File: config.mk
export PLATFORM = sky130hd
export DESIGN_NAME = ascii_integer_parser_core
export DESIGN_NICKNAME = d
export VERILOG_FILES = /design/src/aip_pkg.sv /design/src/aip_step.sv /design/src/ascii_integer_parser_core.sv
export SDC_FILE = /design/constraint.sdc
export NUM_CORES = 1
export LEC_CHECK = 0
export BUFFER_PORTS_ARGS = -buffer_cell sky130_fd_sc_hd__buf_2
export CAP_MARGIN = 40
export CORE_ASPECT_RATIO = 1.5
export CORE_MARGIN = 2
export CORE_UTILIZATION = 35
export CTS_CLUSTER_DIAMETER = 40
export DETAILED_ROUTE_END_ITERATION = 6
export PLACE_DENSITY = 0.54
export SETUP_SLACK_MARGIN = 0.1
export SLEW_MARGIN = 20
export SYNTH_ARGS = -nofsm -noshare
export SYNTH_HDL_FRONTEND = slang
export SYNTH_HIERARCHICAL = 1
export SYNTH_SLANG_ARGS = --single-unit
File: constraint.sdc
create_clock -name clk -period 11.5 [get_ports clk]
set_clock_uncertainty 0.1 [all_clocks]
set_input_delay 2.3 -clock clk [delete_from_list [all_inputs] [get_ports clk]]
set_output_delay 2.3 -clock clk [all_outputs]
set_load 0.1 [all_outputs]
File: src/aip_pkg.sv
// ----------------------------------------------------------------------------
// aip_pkg
// Shared types, character codes and digit helpers for the ASCII integer parser.
// ----------------------------------------------------------------------------
package aip_pkg;

    localparam int VALUE_WIDTH_DEF = 32;
    localparam int OUT_WIDTH       = 32;

    typedef enum logic [1:0] {
        PH_IDLE,
        PH_SIGN,
        PH_ZERO,
        PH_DIGS
    } phase_t;

    typedef enum logic [1:0] {
        RADIX_DEC,
        RADIX_HEX,
        RADIX_BIN,
        RADIX_OCT
    } radix_t;

    localparam logic [7:0] CH_SPACE   = 8'h20;
    localparam logic [7:0] CH_DOT     = 8'h2E;
    localparam logic [7:0] CH_MINUS   = 8'h2D;
    localparam logic [7:0] CH_ZERO    = 8'h30;
    localparam logic [7:0] CH_NINE    = 8'h39;
    localparam logic [7:0] CH_X       = 8'h78;
    localparam logic [7:0] CH_B       = 8'h62;
    localparam logic [7:0] CH_LOWER_A = 8'h61;
    localparam logic [7:0] CASE_FOLD  = 8'h20;
    localparam logic [7:0] DIGIT_GAP  = 8'd17;
    localparam logic [7:0] ALPHA_SKIP = 8'd7;
    localparam logic [7:0] DEC_TOP    = 8'd9;

    typedef struct packed {
        logic       ok;
        logic [4:0] val;
    } digit_t;

    typedef struct packed {
        logic                 fire;
        logic                 ok;
        logic [7:0]           end_char;
        logic [OUT_WIDTH-1:0] value;
    } result_t;

    function automatic logic [7:0] radix_value(radix_t rc);
        logic [7:0] r;
        case (rc)
            RADIX_HEX: r = 8'd16;
            RADIX_BIN: r = 8'd2;
            RADIX_OCT: r = 8'd8;
            default:   r = 8'd10;
        endcase
        return r;
    endfunction

    function automatic logic is_term(logic [7:0] ch);
        return (ch <= CH_SPACE) || (ch == CH_DOT);
    endfunction

    function automatic logic is_dec(logic [7:0] ch);
        return (ch >= CH_ZERO) && (ch <= CH_NINE);
    endfunction

    // byte arithmetic mapping: ':' to '@' land on 10 to 16
    function automatic digit_t map_digit(logic [7:0] ch, radix_t rc);
        logic [7:0] d;
        digit_t     res;
        d      = ch;
        res.ok = 1'b1;
        if (d >= CH_LOWER_A)
        begin
            d = d - CASE_FOLD;
        end
        d = d - CH_ZERO;
        if (d >= DIGIT_GAP)
        begin
            d = d - ALPHA_SKIP;
            if (d <= DEC_TOP)
            begin
                res.ok = 1'b0;
            end
        end
        if (d >= radix_value(rc))
        begin
            res.ok = 1'b0;
        end
        res.val = d[4:0];
        return res;
    endfunction

endpackage

File: src/aip_step.sv
// ----------------------------------------------------------------------------
// aip_step
// One parser step: classifies a byte, updates the parse state and forms the
// result beat when the number ends or the byte is rejected.
// ----------------------------------------------------------------------------
module aip_step #(
    parameter int VALUE_WIDTH = aip_pkg::VALUE_WIDTH_DEF
) (
    input  logic [7:0]             ch,
    input  aip_pkg::phase_t        phase,
    input  aip_pkg::radix_t        radix,
    input  logic                   negative,
    input  logic [VALUE_WIDTH-1:0] accum,
    output aip_pkg::phase_t        phase_next,
    output aip_pkg::radix_t        radix_next,
    output logic                   negative_next,
    output logic [VALUE_WIDTH-1:0] accum_next,
    output aip_pkg::result_t       result
);

    localparam int CW = (VALUE_WIDTH < aip_pkg::OUT_WIDTH) ? VALUE_WIDTH : aip_pkg::OUT_WIDTH;

    aip_pkg::radix_t        radix_use;
    aip_pkg::digit_t        dig;
    logic [VALUE_WIDTH-1:0] scaled;
    logic [VALUE_WIDTH-1:0] acc_mac;
    logic [VALUE_WIDTH-1:0] signed_acc;
    logic [aip_pkg::OUT_WIDTH-1:0] acc_out;

    // radix that applies to a digit in this phase
    always_comb
    begin
        case (phase)
            aip_pkg::PH_ZERO: radix_use = aip_pkg::RADIX_OCT;
            aip_pkg::PH_DIGS: radix_use = radix;
            default:          radix_use = aip_pkg::RADIX_DEC;
        endcase
    end

    assign dig = aip_pkg::map_digit(ch, radix_use);

    always_comb
    begin
        case (radix_use)
            aip_pkg::RADIX_HEX: scaled = accum << 4;
            aip_pkg::RADIX_BIN: scaled = accum << 1;
            aip_pkg::RADIX_OCT: scaled = accum << 3;
            default:            scaled = (accum << 3) + (accum << 1);
        endcase
    end

    assign acc_mac    = scaled + VALUE_WIDTH'(dig.val);
    assign signed_acc = negative ? (VALUE_WIDTH'(0) - accum) : accum;
    assign acc_out    = aip_pkg::OUT_WIDTH'(signed_acc[CW-1:0]);

    always_comb
    begin
        phase_next      = phase;
        radix_next      = radix;
        negative_next   = negative;
        accum_next      = accum;
        result.fire     = 1'b0;
        result.ok       = 1'b0;
        result.end_char = ch;
        result.value    = '0;

        case (phase)
            aip_pkg::PH_IDLE, aip_pkg::PH_SIGN:
            begin
                if (phase == aip_pkg::PH_IDLE && ch == aip_pkg::CH_SPACE)
                begin
                    phase_next = phase;
                end
                else if (phase == aip_pkg::PH_IDLE && ch == aip_pkg::CH_MINUS)
                begin
                    negative_next = 1'b1;
                    phase_next    = aip_pkg::PH_SIGN;
                end
                else if (ch == aip_pkg::CH_ZERO)
                begin
                    phase_next = aip_pkg::PH_ZERO;
                end
                else if (!aip_pkg::is_dec(ch))
                begin
                    result.fire = 1'b1;
                end
                else
                begin
                    radix_next = aip_pkg::RADIX_DEC;
                    accum_next = acc_mac;
                    phase_next = aip_pkg::PH_DIGS;
                end
            end
            aip_pkg::PH_ZERO:
            begin
                accum_next = '0;
                if (ch == aip_pkg::CH_X)
                begin
                    radix_next = aip_pkg::RADIX_HEX;
                    phase_next = aip_pkg::PH_DIGS;
                end
                else if (ch == aip_pkg::CH_B)
                begin
                    radix_next = aip_pkg::RADIX_BIN;
                    phase_next = aip_pkg::PH_DIGS;
                end
                else if (aip_pkg::is_term(ch))
                begin
                    result.fire = 1'b1;
                    result.ok   = 1'b1;
                end
                else if (!aip_pkg::is_dec(ch) || !dig.ok)
                begin
                    result.fire = 1'b1;
                end
                else
                begin
                    radix_next = aip_pkg::RADIX_OCT;
                    accum_next = acc_mac;
                    phase_next = aip_pkg::PH_DIGS;
                end
            end
            default:
            begin
                if (aip_pkg::is_term(ch))
                begin
                    result.fire  = 1'b1;
                    result.ok    = 1'b1;
                    result.value = acc_out;
                end
                else if (!dig.ok)
                begin
                    result.fire = 1'b1;
                end
                else
                begin
                    accum_next = acc_mac;
                end
            end
        endcase

        // every result restarts the parse
        if (result.fire)
        begin
            phase_next    = aip_pkg::PH_IDLE;
            radix_next    = aip_pkg::RADIX_DEC;
            negative_next = 1'b0;
            accum_next    = '0;
        end
    end

endmodule

File: src/ascii_integer_parser_core.sv
// ----------------------------------------------------------------------------
// ascii_integer_parser_core
// Streaming ASCII to integer parser with optional sign and 0x / 0b / 0 radix
// prefix; one character beat in, at most one result beat out.
// ----------------------------------------------------------------------------
//  channel  | handshake                  | payload
//  ---------+----------------------------+---------------------------
//  char     | char_valid / char_ready    | char_in[7:0]
//  result   | result_valid / result_ready| value[31:0], ok, end_char[7:0]
//
//  one character beat per cycle while the result channel does not stall; a result
//  beat's terminating byte is taken into the input register, and the result
//  register is loaded when that byte moves forward
//  the parse state advances only when the input register moves forward
//  a stalled result holds the input register, which then stalls char_ready
//  rst_n clears the parse state and both valid flags asynchronously
// ----------------------------------------------------------------------------
module ascii_integer_parser_core #(
    parameter int VALUE_WIDTH = aip_pkg::VALUE_WIDTH_DEF
) (
    input  logic                                clk,
    input  logic                                rst_n,
    input  logic                                char_valid,
    output logic                                char_ready,
    input  logic [7:0]                          char_in,
    output logic                                result_valid,
    input  logic                                result_ready,
    output logic signed [aip_pkg::OUT_WIDTH-1:0] value,
    output logic                                ok,
    output logic [7:0]                          end_char
);

    logic                   char_valid_reg;
    logic                   char_valid_next;
    logic [7:0]             char_reg;
    aip_pkg::phase_t        phase_reg;
    aip_pkg::phase_t        phase_next;
    aip_pkg::radix_t        radix_reg;
    aip_pkg::radix_t        radix_next;
    logic                   negative_reg;
    logic                   negative_next;
    logic [VALUE_WIDTH-1:0] accum_reg;
    logic [VALUE_WIDTH-1:0] accum_next;
    logic                   result_valid_reg;
    logic                   result_valid_next;
    aip_pkg::result_t       step_result;
    logic [aip_pkg::OUT_WIDTH-1:0] value_reg;
    logic                   ok_reg;
    logic [7:0]             end_char_reg;
    logic                   advance;

    assign advance    = char_valid_reg && (!result_valid_reg || result_ready);
    assign char_ready = !char_valid_reg || advance;

    aip_step #(
        .VALUE_WIDTH (VALUE_WIDTH)
    ) u_step (
        .ch            (char_reg),
        .phase         (phase_reg),
        .radix         (radix_reg),
        .negative      (negative_reg),
        .accum         (accum_reg),
        .phase_next    (phase_next),
        .radix_next    (radix_next),
        .negative_next (negative_next),
        .accum_next    (accum_next),
        .result        (step_result)
    );

    always_comb
    begin
        char_valid_next = char_ready ? char_valid : char_valid_reg;
        if (advance && step_result.fire)
        begin
            result_valid_next = 1'b1;
        end
        else if (result_ready)
        begin
            result_valid_next = 1'b0;
        end
        else
        begin
            result_valid_next = result_valid_reg;
        end
    end

    always_ff @(posedge clk or negedge rst_n)
    begin
        if (!rst_n)
        begin
            char_valid_reg   <= 1'b0;
            result_valid_reg <= 1'b0;
            phase_reg        <= aip_pkg::PH_IDLE;
            radix_reg        <= aip_pkg::RADIX_DEC;
            negative_reg     <= 1'b0;
            accum_reg        <= '0;
        end
        else
        begin
            char_valid_reg   <= char_valid_next;
            result_valid_reg <= result_valid_next;
            if (advance)
            begin
                phase_reg    <= phase_next;
                radix_reg    <= radix_next;
                negative_reg <= negative_next;
                accum_reg    <= accum_next;
            end
        end
    end

    always_ff @(posedge clk)
    begin
        if (char_valid && char_ready)
        begin
            char_reg <= char_in;
        end
        if (advance && step_result.fire)
        begin
            value_reg    <= step_result.value;
            ok_reg       <= step_result.ok;
            end_char_reg <= step_result.end_char;
        end
    end

    assign result_valid = result_valid_reg;
    assign value        = value_reg;
    assign ok           = ok_reg;
    assign end_char     = end_char_reg;

endmodule

==> key figures <==
Placed design
  • # port buffers: 54
  • Post-Place Setup Slack: 5.18 ns
  • GP Congestion: ~0.91
  • HPWL after detailed placement: between 20000 and 25000 um
  • Placed Cells incl. Taps: approximately 1400

Timing
  • Post-route setup slack: roughly 5.4 ns
  • Slew @ Worst Pin: slightly below 0.9 ns
  • RSZ-0062 raised after global routing: no
  • Final setup viols: 0
  • Fin. Hold Viols: 0
  • Slew Limit Fails: 0
  • Final Hold Slack: about 0.44 ns
  • Fmax: ~160 MHz
  • Final period util: 53.4%
  • Setup TNS: 0 ns
  • Fin crit period: slightly above 6 ns
  • Max-slew headroom: between 40% and 50%

Final layout
  • Layout cells sized above 1: 15.4%
  • Area Overhead vs Synth: 7.60%
  • Non-filler cells, final: ~1400
  • Final net count: ~1200
  • ANT cells: 0

Worst setup path
  • Worst-path fanout max: 7
  • Critical Path Source Type: register
  • Max incr delay on CP: approximately 0.49 ns
  • Crit-path slowest cell: edfxtp_1
  • R2r endpoint: accum_reg[30]$_DFFE_PN0P_
  • Worst EP required: around 12 ns
  • Reg2reg path depth: 24
  • Crit Path Class: reg2reg
  • Crit path cell chain: inv_1, ha_1, nor3b_2, nand2_1, a21oi_1, or2_2, inv_1, ha_1, inv_1, o2111ai_1, o21ai_0, nor2b_1, xnor2_1, ha_1, a21oi_1, nor2_1, o221ai_1, or3_1, nor4_1, and4bb_2, nand3_1, o31a_1, o31a_1, mux2_4
  • CP Data Arrival Time: 6.29 ns
  • Reg-to-reg slack, setup: roughly 5.4 ns
  • R2r startpoint: char_reg[0]$_DFFE_PP_
  • Setup crit end kind: register

Floorplanning
  • Io pins: 55
  • # rows: 73
  • Starting density of the core: 35.3%
  • Total die area: ~0.028 mm^2
  • DIE WIDTH: approximately 140 um
  • Core box area: between 0.02 and 0.03 mm^2
  • Die Y-Extent: around 200 um

Synth
  • Mean Syn Cell Area: roughly 8.4 um^2
  • Main flop type after synthesis: edfxtp_1
  • Cell variety after synth: between 80 and 90
  • Leading area contributor after synthesis: edfxtp_1
  • Post-synth EDFFs: 49
  • Post-synthesis sequential area ratio: between 20% and 30%
  • Synth warnings: 6
  • Syn_nets: 1177
  • Post-synthesis cell count: about 1100
  • Post-synth top cells: nor2_1 (120), nand2_1 (102), a21oi_1 (68), clkbuf_1 (68), o21ai_0 (55)
  • Top post-synthesis cells by area: edfxtp_1 (16%), dfrtp_1 (10%), ha_1 (6.4%), mux2_4 (4.8%), nor2_1 (4.8%)
  • Ys async rst share: around 44%
  • Mapped cell area: 0.00932 mm^2
  • Synth top area share: 15.8%
  • Most frequent cell after synthesis: nor2_1
  • Synth Register Bits: between 80 and 90

Worst hold path
  • Hold Path End: negative_reg$_DFFE_PN0P_
  • Hold Path Class: reg2reg
  • Hold Crit Depth: 1
  • Hold path startpoint: negative_reg$_DFFE_PN0P_

Power
  • Peak supply drop: 0.103 mV
  • Leakage power: ~4 nW
  • Pwr dens: around 85 mW/mm^2
  • Overall power: ~0.00085 W

Clock network
  • Worst-path clk slew: approximately 0.070 ns
  • Post-CTS setup buffers: 0
  • H-tree Lvls: 3
  • Resize count post-CTS: 0
  • CTS root buf: clkbuf_16
  • Clk Latency, worst-skew pair: 0.37 ns
  • TritonCTS sink count: around 90
  • Total CTS buffers: 9
  • CTS max path bufs: 2
  • CTS tree: built
  • CTS Hold Bufs: 0

GRT
  • Number of global-route vias before repair: 8466
  • First-pass GRT wire length: approximately 47000 um
  • Largest net degree at the start of global routing: approximately 40
  • Global route overflow: 0
  • GRT Overall Usage: between 20% and 30%
  • Initial antenna violation count: 0

Detailed routing
  • DRT Wirelength: roughly 30000 um
  • DR vias/cell: 6.05
  • Drt drc: 0
  • Routed len/inst: 20.4 um
  • Detail Route Antenna Nets: 0
  • Starting DRT DRC Count: roughly 700
  • Pre-Repair DR Iteration Count: 6
  • Routed via count: about 8700

Run
  • Max-capacitance violation count: 0

Status
  • Outcome: complete, no violations
## per-layer routing
layer,part of all wire [%],global-route usage [%],vias up
met2,50,37.0,298
li1,-,-,4156
met3,4.3,2.41,71
met5,0,0,-
met4,5.4,12.5,0
met1,40,25.2,4212
## how the worst max path moves through the flow
stage	from	endpoint	slack (ns)	cells after the start
final	char_reg[0]$_DFFE_PP_	accum_reg[30]$_DFFE_PN0P_	5.36	24
after global routing	char_reg[0]$_DFFE_PP_	accum_reg[30]$_DFFE_PN0P_	4.75	24
after CTS	char_reg[0]$_DFFE_PP_	accum_reg[23]$_DFFE_PN0P_	5.15	25
after detailed placement	char_reg[0]$_DFFE_PP_	accum_reg[23]$_DFFE_PN0P_	5.18	25
after global placement	char_reg[0]$_DFFE_PP_	accum_reg[23]$_DFFE_PN0P_	5.40	25
after floorplan	char_reg[0]$_DFFE_PP_	end_char[0]$_DFFE_PP_	4.87	24
## through the flow
stage / area [um^2] / utilization (%)
2_1_floorplan: 9320 / -
3_5_place_dp: 9710 / 36.8
3_3_place_gp: 9660 / 36.6
6_report: 10000 / 38.0
4_1_cts: 10000 / 37.9
5_1_grt: 10000 / 38.0
## power by group
group | switching [W] | internal (W) | leakage [nW]
combinational | 0.000145 | 0.0000385 | 2.84
sequential | 0.00000952 | 0.000350 | 1.02
clock | 0.000141 | 0.000171 | 0.143
## worst max-delay path: cells and delay by family (launching register included)
kind / cells / cell delay, ns
muxes: 1 / 0.26
AOI/OAI and AO/OA: 7 / 1.60
adders and majority gates: 3 / 0.88
and+or+nand+nor: 9 / 2.24
xor gates and xnor gates: 1 / 0.17
buffers and inverters: 3 / 0.28
DFF: 1 / 0.49
## cells by family after synthesis
| family | Yosys count | share of synthesized area, % |
|---|---|---|
| AO/OA/AOI/OAI | 323 | 24.3 |
| XOR/XNOR | 66 | 6.20 |
| adder cells (fa/ha/maj) | 50 | 6.87 |
| buffers and inverters | 122 | 5.84 |
| flip-flops | 88 | 26.3 |
| multiplexers | 58 | 8.03 |
| AND/OR/NAND/NOR | 408 | 22.5 |
## final cells by class
class	count	area, um^2
Multi-Input combinational cell	905	6340
Timing Repair Buffer	71	410
Sequential cell	88	2450
Clock inverter	7	80.1
Inverter	28	105
Clock buffer	9	225
Tap cell	337	422
Fill cell	2710	16400
## layout by cell type (no fill, tap or decap), types with 11 or more instances in the layout
cell	count
buf_4	12
xnor2_1	21
a21oi_1	68
nor3_1	18
buf_2	54
nand4_1	11
o21ai_0	54
xor2_1	45
nor4_1	13
nand3_1	25
a211oi_1	13
edfxtp_1	49
a31oi_1	13
inv_1	28
or3_1	12
and3_1	12
ha_1	47
and2_1	11
nor2_1	119
a211o_1	11
a22oi_1	18
nand2_1	102
dfrtp_1	39
mux2_4	30
o21a_1	11
a21o_1	14
o31ai_1	11
mux2i_1	14
o211ai_1	18
nand2b_1	19
mux2_2	14
a222oi_1	24
No activity file was read; power rests on OpenSTA's default activity.
